<file path="config.mk">
export PLATFORM = sky130hd
export DESIGN_NAME = manchester_sensor_packet_decoder
export DESIGN_NICKNAME = d
export VERILOG_FILES = /design/src/hdl/mspd_pkg.sv /design/src/hdl/mspd_nibble_dec.sv /design/src/hdl/mspd_assemble.sv /design/src/hdl/manchester_sensor_packet_decoder.sv
export SDC_FILE = /design/constraint.sdc
export NUM_CORES = 1
export LEC_CHECK = 0
export BUFFER_PORTS_ARGS = -buffer_cell sky130_fd_sc_hd__buf_2
export CORE_MARGIN = 2
export CORE_UTILIZATION = 50
export DETAILED_ROUTE_END_ITERATION = 8
export GPL_ROUTABILITY_DRIVEN = 0
export PLACE_DENSITY = 0.71
export SYNTH_ARGS = -nofsm -noshare
export SYNTH_HDL_FRONTEND = slang
export SYNTH_HIERARCHICAL = 1
export SYNTH_SLANG_ARGS = --single-unit
</file>
<file path="constraint.sdc">
create_clock -name clk_i -period 13.7 [get_ports clk_i]
set_clock_uncertainty 0.15 [all_clocks]
set_input_delay 0.685 -clock clk_i [delete_from_list [all_inputs] [get_ports clk_i]]
set_output_delay 0.685 -clock clk_i [all_outputs]
set_load 0.02 [all_outputs]
</file>
<file path="src/hdl/mspd_pkg.sv">
// ---------------------------------------------------------------------------
// mspd_pkg: shared types and constants
// Bit-pair codes, kept byte count and the result record of the Manchester
// sensor packet decoder.
// ---------------------------------------------------------------------------
package mspd_pkg;

  // Manchester bit-pair codes
  localparam logic [1:0] PAIR_ONE  = 2'b10;
  localparam logic [1:0] PAIR_ZERO = 2'b01;

  // Decoded bytes kept per packet
  localparam int KEPT_BYTES = 8;

  // Result field widths
  localparam int ID_W    = 12;
  localparam int WATTS_W = 15;

  // Output tdata width: 61 field bits rounded up to whole bytes
  localparam int OUT_DATA_W = 64;

  // One power channel
  typedef struct packed {
    logic               plugged;
    logic [WATTS_W-1:0] watts;
  } channel_t;

  // One decoded packet result
  typedef struct packed {
    logic            packet_ok;
    logic [ID_W-1:0] sensor_id;
    logic            pairing_request;
    channel_t        ch_one;
    channel_t        ch_two;
    channel_t        ch_three;
  } result_t;

endpackage

</file>
<file path="src/hdl/mspd_nibble_dec.sv">
// ---------------------------------------------------------------------------
// mspd_nibble_dec: Manchester nibble decoder
// Turns one raw byte of four bit pairs (top pair first) into a nibble and
// flags any illegal pair.
// ---------------------------------------------------------------------------
module mspd_nibble_dec (
  input  logic [7:0] raw_i,
  output logic [3:0] nibble_o,
  output logic       bad_o
);

  // Each pair decodes independently; pair k sits at raw bits [2k+1:2k]
  always_comb begin
    logic [1:0] pair;
    nibble_o = '0;
    bad_o    = 1'b0;
    for (int k = 0; k < 4; k++) begin
      pair = raw_i[2*k +: 2];
      if (pair == mspd_pkg::PAIR_ONE) begin
        nibble_o[k] = 1'b1;
      end else if (pair != mspd_pkg::PAIR_ZERO) begin
        bad_o = 1'b1;
      end
    end
  end

endmodule

</file>
<file path="src/hdl/mspd_assemble.sv">
// ---------------------------------------------------------------------------
// mspd_assemble: packet assembler
// Tracks the raw byte position, joins nibble pairs into decoded bytes,
// collects the pair error and forms the result on the last raw byte.
// ---------------------------------------------------------------------------
module mspd_assemble #(
  parameter int RAW_PACKET_BYTES = 16
) (
  input  logic                clk_i,
  input  logic                rst_ni,
  input  logic                advance_i,
  input  logic [7:0]          raw_i,
  input  logic                start_i,
  output logic                last_o,
  output mspd_pkg::result_t   result_o
);

  localparam int CNT_W = $clog2(RAW_PACKET_BYTES);

  logic [CNT_W-1:0] count_q, count_d;
  logic [3:0]       high_nib_q;
  logic             err_q, err_d;
  logic [7:0]       bytes_q [mspd_pkg::KEPT_BYTES];
  logic [7:0]       bytes_now [mspd_pkg::KEPT_BYTES];

  logic [CNT_W-1:0] idx, idx_half;
  logic [3:0]       nib;
  logic             bad;
  logic             err_acc;
  logic             kept;
  logic             odd;
  logic [2:0]       wr_sel;

  mspd_nibble_dec u_dec (
    .raw_i    (raw_i),
    .nibble_o (nib),
    .bad_o    (bad)
  );

  // Position of this raw byte; a start restarts the packet
  assign idx      = start_i ? '0 : count_q;
  assign idx_half = idx >> 1;
  assign odd      = idx[0];
  assign kept     = idx_half < CNT_W'(mspd_pkg::KEPT_BYTES);
  assign wr_sel   = idx_half[2:0];
  assign last_o   = idx == CNT_W'(RAW_PACKET_BYTES - 1);
  assign err_acc  = (err_q & ~start_i) | bad;

  assign count_d = last_o ? '0 : idx + CNT_W'(1);
  assign err_d   = last_o ? 1'b0 : err_acc;

  // Decoded bytes as they stand after this raw byte
  always_comb begin
    for (int i = 0; i < mspd_pkg::KEPT_BYTES; i++) begin
      if (kept && odd && (wr_sel == 3'(i))) begin
        bytes_now[i] = {high_nib_q, nib};
      end else begin
        bytes_now[i] = bytes_q[i];
      end
    end
  end

  // Result fields, all zero on a bad packet
  always_comb begin
    result_o = '0;
    if (!err_acc) begin
      result_o.packet_ok       = 1'b1;
      result_o.sensor_id       = {bytes_now[0][3:0], bytes_now[1]};
      result_o.pairing_request = bytes_now[0][7];
      result_o.ch_one.plugged  = bytes_now[2][7];
      result_o.ch_two.plugged  = bytes_now[4][7];
      result_o.ch_three.plugged = bytes_now[6][7];
      if (bytes_now[2][7]) begin
        result_o.ch_one.watts = {bytes_now[2][6:0], bytes_now[3]};
      end
      if (bytes_now[4][7]) begin
        result_o.ch_two.watts = {bytes_now[4][6:0], bytes_now[5]};
      end
      if (bytes_now[6][7]) begin
        result_o.ch_three.watts = {bytes_now[6][6:0], bytes_now[7]};
      end
    end
  end

  // Control state
  always_ff @(posedge clk_i or negedge rst_ni) begin
    if (!rst_ni) begin
      count_q    <= '0;
      err_q      <= 1'b0;
      high_nib_q <= '0;
    end else if (advance_i) begin
      count_q <= count_d;
      err_q   <= err_d;
      if (!odd) begin
        high_nib_q <= nib;
      end
    end
  end

  // Decoded byte store
  always_ff @(posedge clk_i) begin
    if (advance_i && odd && kept) begin
      bytes_q[wr_sel] <= {high_nib_q, nib};
    end
  end

endmodule

</file>
<file path="src/hdl/manchester_sensor_packet_decoder.sv">
// ---------------------------------------------------------------------------
// manchester_sensor_packet_decoder: energy sensor packet decoder
// Decodes Manchester-coded raw radio bytes into one sensor result per packet.
// ---------------------------------------------------------------------------
// Usage:
//   Slave channel: one raw radio byte per item, tuser high on the first byte
//   of a packet. Master channel: one item per packet, sent on raw byte
//   RAW_PACKET_BYTES-1; tuser carries the packet health.
//   Throughput: one raw byte per cycle while no last byte waits on a full
//   output slot. Each item sits in the input register, where the nibble decode
//   and assembly run; its result is then loaded into the output register.
//   Reset clears the byte count, held nibble, error flag and the valid flags
//   of both registers.
//   When the receiver stalls, the finished result waits in the output
//   register; raw bytes that make no result keep flowing, and the next last
//   byte waits in the input register until the output slot frees up.
//   After a result the count restarts, so the next byte begins a new packet.
// ---------------------------------------------------------------------------
module manchester_sensor_packet_decoder #(
  parameter int RAW_PACKET_BYTES = 16
) (
  input  logic                              clk_i,
  input  logic                              rst_ni,
  // Raw byte stream
  input  logic                              s_axis_tvalid,
  output logic                              s_axis_tready,
  input  logic [7:0]                        s_axis_tdata,  // [7:0] raw_byte
  input  logic                              s_axis_tuser,  // [0] packet_start
  // Decoded packet stream
  output logic                              m_axis_tvalid,
  input  logic                              m_axis_tready,
  // [11:0] sensor_id, [12] pairing_request, [27:13] watts_one,
  // [28] plugged_one, [43:29] watts_two, [44] plugged_two,
  // [59:45] watts_three, [60] plugged_three, [63:61] zero
  output logic [mspd_pkg::OUT_DATA_W-1:0]   m_axis_tdata,
  output logic                              m_axis_tuser   // [0] packet_ok
);

  logic              in_valid_q;
  logic [7:0]        in_raw_q;
  logic              in_start_q;
  logic              out_valid_q;
  mspd_pkg::result_t out_res_q;
  mspd_pkg::result_t res;
  logic              res_last;
  logic              advance;
  logic              load_out;

  // Input item moves on unless it is a last byte facing a full output slot
  assign advance       = in_valid_q & (~res_last | ~out_valid_q | m_axis_tready);
  assign load_out      = advance & res_last;
  assign s_axis_tready = ~in_valid_q | advance;

  mspd_assemble #(
    .RAW_PACKET_BYTES (RAW_PACKET_BYTES)
  ) u_asm (
    .clk_i     (clk_i),
    .rst_ni    (rst_ni),
    .advance_i (advance),
    .raw_i     (in_raw_q),
    .start_i   (in_start_q),
    .last_o    (res_last),
    .result_o  (res)
  );

  // Input register
  always_ff @(posedge clk_i or negedge rst_ni) begin
    if (!rst_ni) begin
      in_valid_q <= 1'b0;
    end else if (s_axis_tready) begin
      in_valid_q <= s_axis_tvalid;
    end
  end

  always_ff @(posedge clk_i) begin
    if (s_axis_tready && s_axis_tvalid) begin
      in_raw_q   <= s_axis_tdata;
      in_start_q <= s_axis_tuser;
    end
  end

  // Output register
  always_ff @(posedge clk_i or negedge rst_ni) begin
    if (!rst_ni) begin
      out_valid_q <= 1'b0;
    end else if (load_out) begin
      out_valid_q <= 1'b1;
    end else if (m_axis_tready) begin
      out_valid_q <= 1'b0;
    end
  end

  always_ff @(posedge clk_i) begin
    if (load_out) begin
      out_res_q <= res;
    end
  end

  assign m_axis_tvalid = out_valid_q;
  assign m_axis_tuser  = out_res_q.packet_ok;
  assign m_axis_tdata  = {3'b000,
                          out_res_q.ch_three.plugged, out_res_q.ch_three.watts,
                          out_res_q.ch_two.plugged, out_res_q.ch_two.watts,
                          out_res_q.ch_one.plugged, out_res_q.ch_one.watts,
                          out_res_q.pairing_request, out_res_q.sensor_id};

endmodule
</file>
==> out/qor.yml, run 1 <==
status: "complete, no violations"
antenna_found_initial: 0
min_period_ps: 3190
stdcell_area_sq_um: 7250
area_delta_synth_final_pct: 16.7
holdPathEnd: "in_raw_q[4]"
fp.dieW_um: 115
power.density_nw_per_um2: 150
rsz0062_at_grt: "no"
finalSetupViolations: 0
cts-root-buf: "clkbuf_16"
grt_pass1_vias: 3897
worstHoldStart: "s_axis_tdata[4]"
post-dp-hpwl_mm: 7.82
grt_pass1_wl_mm: 20.2
synthArstFlopShare: 0.0769
syn_area_sq_um: 6210
maxCapViolCount: 0
ioPinCount: 80
reg2reg_to: "m_axis_tdata[45]"
hp-class: "input pin to flop"
top_usage_layer: "met2"
worstPathRequired_ps: 13610
cts_sinks: 143
mostFrequentLayoutCells: "edfxtp_1, buf_2, nand3_1"
dr.pass1.iters: 5
yosys_warnings: 6
hold_path_depth: 1
slowest_stage: "edfxtp_1"
synth_mux_area_frac: 0.0161
drc: 0
row_count: 40
grt_use_met2: 0.320
final_common_cell: "edfxtp_1"
synth-main-ff-cell: "edfxtp_1"
yosysSeqAreaShare: 0.682
vias: 4111
post_cts_buffers: 0
synthXorXnorAreaFrac: 0.00423
switching_power_w: 0.000259
worst-r2r-setup-slack_ps: 10510
crit_type: "flop to flop"
setup.worst_path.end_class: "flop"
htree_levels: 4
period_share: 0.233
cts_tree: "built"
worstPathArrival_ps: 3100
viasPerCell: 5.96
fill_cells: 901
crit-reg2reg-launch: "in_start_q"
critPathMaxFanout: 40
setup_tns_ps: 0
p_leak_nw: 2.33
insertion_delay_ps: 420
path_cells: "nand3b_2 > nor2_1 > nand2_1 > nor2_4 > buf_4"
dpl_worst_slack_ps: 10500
cp_slowest_stage_delay_ps: 640
layout.nets: 523
gr-total-overflow: 0
fp.dieH_um: 115
max_freq_mhz: 313
synthCells: 451
p_int_w: 0.000830
grt.total_usage: 0.203
tightest_slew_ps: 1010
clock_path_buffers: 2
pwr-share-seq: 0.472
dpl_cell_area_sq_um: 6620
drt_iter0_drc: 375
dieArea_sq_um: 13300
synth_top_family_by_area: "compound AO/OA/AOI/OAI gates"
cts_buffers: 17
pwr-share-clk: 0.439
synth_seq_cells: 143
hold_viol_final: 0
met1_usage: 0.269
swShare: 0.238
grt_max_degree: 41
final_layout_size_suffix_gt1_frac: 0.272
reg2regPathDepth: 5
synth_cell_types: 55
synthAdderAreaFrac: 0.00201
syn_avg_cell_area_sq_um: 13.8
io_buffers: 76
peakVddDrop_mv: 0.0589
start_util: 0.515
wl_mm: 13.0
ant_nets: 0
yosys.area_share.simple: 0.113
coreArea_sq_um: 12100
combPwrFrac: 0.089
drt-wirelength-per-cell_um: 18.9
finalMaxSlewViolations: 0
met3_usage: 0.0528
synth_edf_count: 132
startpoint_type: "flop"
diodes: 0
fin_ws_ps: 10510
synth_compound_area_frac: 0.136
slew_headroom: 0.324
path_clk_slew_ps: 60
==> registers in the layout, summed over array words and instances, names as in the netlist <==
register          flops
in_valid_q            1
u_asm/err_q           1
m_axis_tvalid         1
u_asm/count_q         4
in_start_q            1
m_axis_tdata         61
m_axis_tuser          1
in_raw_q              8
u_asm/high_nib_q      4
u_asm/bytes_q        61
==> synth_stat cells, types with 4 or more instances <==
| cell type | number | share of area |
|---|---|---|
| a21oi_1 | 36 | 0.029 |
| nand4_1 | 21 | 0.021 |
| buf_4 | 12 | 0.014 |
| a21oi_2 | 4 | 0.0056 |
| nor2b_1 | 5 | 0.0050 |
| dfrtp_1 | 11 | 0.044 |
| o211ai_1 | 21 | 0.025 |
| and3_1 | 6 | 0.0060 |
| o21ai_0 | 35 | 0.028 |
| mux2_2 | 8 | 0.014 |
| nor2_1 | 11 | 0.0066 |
| nand2_1 | 5 | 0.0030 |
| edfxtp_1 | 132 | 0.64 |
| buf_2 | 17 | 0.014 |
| inv_1 | 5 | 0.0030 |
| nand3_1 | 38 | 0.031 |
| clkbuf_1 | 14 | 0.0085 |
| a211oi_1 | 21 | 0.025 |
==> worst max path at each step <==
stage	depth (start not counted)	end	slack, ps	from
floorplan	6	m_axis_tdata[0]	9340	u_asm/count_q[1]
global placement	5	m_axis_tdata[45]	10660	in_start_q
detailed placement	5	m_axis_tdata[33]	10500	in_start_q
CTS	5	m_axis_tdata[14]	10500	in_start_q
global route	5	m_axis_tdata[49]	10270	u_asm/count_q[3]
finish	5	m_axis_tdata[45]	10510	in_start_q
==> worst max-delay path: cells and delay by family, from the launching register on <==
kind	cells	cell delay [ps]
AND/OR/NAND/NOR	4	1460
flip-flops	1	640
buffers and inverters	1	540
==> layer usage <==
metal	up-vias	share of wire
met5	-	0
li1	1864	-
met2	173	0.49
met3	28	0.065
met1	2046	0.42
met4	0	0.022
==> area by class of cell <==
cell class                      count  area [sq um]  area share
Sequential cell                   143          4240       0.585
Multi-Input combinational cell    256          1710       0.235
Clock buffer                       21           460      0.0635
Timing Repair Buffer               84           443      0.0611
Tap cell                          168           210      0.0290
Clock inverter                     11           163      0.0224
Inverter                            7          26.3     0.00363
==> power groups by stage <==
stage | Sequential [W] | Combinational, W | Clock (W)
floorplan | 0.000507 | 0.0000887 | 0
global placement | 0.000521 | 0.0000920 | 0
detailed placement | 0.000523 | 0.0000951 | 0
CTS | 0.000514 | 0.0000962 | 0.000484
global route | 0.000516 | 0.000106 | 0.000503
finish | 0.000514 | 0.0000974 | 0.000478
==> through the flow <==
stage / std cells / util / power (W) / hold WS (ps)
finish: 690 / 0.601 / 0.00109 / 288
global route: 690 / 0.601 / 0.00113 / 281
CTS: 690 / 0.601 / 0.00109 / 275
detailed placement: 657 / 0.548 / 0.000618 / 370
global placement: 657 / 0.548 / 0.000613 / 336
floorplan: 453 / - / 0.000596 / 239
==> logic make-up after synthesis <==
| logic type | count (synthesis) |
|---|---|
| AO/OA/AOI/OAI | 127 |
| XOR/XNOR | 3 |
| adder cells (fa/ha/maj) | 1 |
| buffers and inverters | 54 |
| flip-flops | 143 |
| multiplexers | 9 |
| other | 1 |
| AND/OR/NAND/NOR | 113 |
==> what timing repair did <==
| action | 4_1_cts | 5_1_grt |
|---|---|---|
| gates resized for setup | 0 | 0 |
| hold buffers | 1 | 0 |
| hold endpoints to repair | 11 | 0 |
| setup endpoints to repair | 0 | 0 |
Power figures use the tool's default switching activity.
==> run 2, diff against run 1 <==
PLACE_DENSITY = 0.73   (was 0.71)
clock period = 2.6 ns   (was 13.7 ns; I/O delays follow)
==> run 2 against run 1 <==
Effect of this change: sequential power grew to 5.2 times the previous value; die area is the same; count of clock-buffer cells in the layout grew 4; first-iteration DRC count shrank 0.27%; final cell count grew 3.9%; power grew to 5.1 times the previous value; clock power grew to 4.7 times the previous value; register-to-register slack lost 10000 ps; utilization grew 1.4 points; largest power group unchanged.
==> out/qor.yml, run 2 (synthesized netlist as in run 1, its figures left out) <==
status: "complete, no violations"
final-seq-area_sq_um: 4240  # unchanged
start_util: 0.515  # unchanged
power.density_nw_per_um2: 744  # +400%
fill_cells: 924  # +2.6%
p_leak_nw: 2.43  # +4.3%
setup_tns_ps: 0  # unchanged
clock_path_buffers: 2  # unchanged
gr-total-overflow: 0  # unchanged
coreArea_sq_um: 12100  # unchanged
maxCapViolCount: 0  # unchanged
grt_pass1_wl_mm: 19.8  # -1.8%
cts_tree: "built"
layout.nets: 550  # +5.2%
fp.dieH_um: 115  # unchanged
ioPinCount: 80  # unchanged
dr.pass1.iters: 5  # unchanged
multi_input_area_sq_um: 1710  # unchanged
row_count: 40  # unchanged
setup.worst_path.end_class: "flop"
rsz0062_at_grt: "no"
finalSetupViolations: 0  # unchanged
htree_levels: 4  # unchanged
cts_buffers: 17  # unchanged
postLayoutCoreUtil: 0.615  # +0.0140
max_freq_mhz: 416  # +33%
dpl_cell_area_sq_um: 6720  # +1.6%
worstPathArrival_ps: 2510  # -590 ps
fp.dieW_um: 115  # unchanged
slew_headroom: 0.532  # +0.208
insertion_delay_ps: 420  # about the same
min_period_ps: 2410  # -788 ps
drt_iter0_drc: 374  # -0.27%
hp-class: "input pin to flop"
final_layout_size_suffix_gt1_frac: 0.279  # +0.00666
wl_mm: 12.8  # -1.5%
io_buffers: 76  # unchanged
antenna_found_initial: 0  # unchanged
final_common_cell: "edfxtp_1"
grt_max_degree: 37  # -9.8%
grt_pass1_vias: 3819  # -2.0%
grt.total_usage: 0.202  # -0.000585
hold_viol_final: 0  # unchanged
drc: 0  # unchanged
finalMaxSlewViolations: 0  # unchanged
vias: 4056  # -1.3%
drt-wirelength-per-cell_um: 17.9  # -5.2%
dieArea_sq_um: 13300  # unchanged
period_share: 0.925  # +0.692
stdcell_area_sq_um: 7420  # +2.3%
cts_sinks: 143  # unchanged
mostFrequentLayoutCells: "edfxtp_1, buf_2, nand3_1"
critPathMaxFanout: 36  # -10%
viasPerCell: 5.66  # -5.1%
diodes: 0  # unchanged
ctsResizeCount: 0  # unchanged
path_clk_slew_ps: 60  # about the same
area_delta_synth_final_pct: 19.4
cts-root-buf: "clkbuf_16"
peakVddDrop_mv: 0.416  # +610%
startpoint_type: "flop"
crit_type: "flop to flop"
post-dp-hpwl_mm: 7.91  # +1.2%
ant_nets: 0  # unchanged
tightest_slew_ps: 701  # -308 ps
worstPathRequired_ps: 2700  # -10910 ps
==> run 2: worst paths after layout <==
path | start | slack [ps] | cells past startpoint | to
worst max-delay path | in_raw_q[1] | 190 | 6 | m_axis_tdata[25]
worst min-delay path | s_axis_tdata[6] | 270 | 2 | in_raw_q[6]
worst max register to register | in_raw_q[1] | 190 | 6 | m_axis_tdata[25]
worst min register to register | u_asm/err_q | 360 | 1 | u_asm/err_q
max in group asynchronous | rst_ni | 1330 | 3 | u_asm/count_q[2]
min in group asynchronous | rst_ni | 610 | 3 | m_axis_tvalid
==> run 2: area by class of cell <==
type / count / share of cell area
Tap cell: 168 / 0.0283
Clock inverter: 7 / 0.00827
Timing Repair Buffer: 111 / 0.0914
Clock buffer: 25 / 0.0668
Sequential cell: 143 / 0.572
Inverter: 7 / 0.00354
Multi-Input combinational cell: 256 / 0.230
==> run 2: worst max-delay path: stages (launching register included) <==
cell      delay [ps]
edfxtp_1         370
ha_1             270
or4_1            520
inv_1            240
nand2_1          190
buf_4            300
a21oi_1          190
==> run 2: per-layer routing <==
layer | vias up | part of all wire | GRT usage
met2 | 156 | 0.49 | 0.321
met4 | 0 | 0.018 | 0.0908
met3 | 19 | 0.073 | 0.0539
li1 | 1926 | - | -
met5 | - | 0 | 0
met1 | 1955 | 0.42 | 0.263
==> run 2: stage by stage <==
step / instances / setup slack (ps) / hold WS, ps / power (W)
floorplan: 453 / 11.4 / -316 / 0.00314
global placement: 671 / 305 / -139 / 0.00327
detailed placement: 671 / 236 / -129 / 0.00329
CTS: 717 / 204 / 249 / 0.00555
global route: 717 / 37.6 / 268 / 0.00572
finish: 717 / 195 / 271 / 0.00552
==> run 2: power breakdown <==
part	internal, W	leakage, nW	switching, W
Clock	0.00141	0.274	0.000847
Sequential	0.00259	1.31	0.0000665
Combinational	0.000186	0.851	0.000429
Total	0.00418	2.43	0.00134
==> run 2: repair_timing <==
item / 4_1_cts / 5_1_grt
setup buffers: 0 / 0
hold endpoints to repair: 22 / 0
hold buffers: 14 / 0
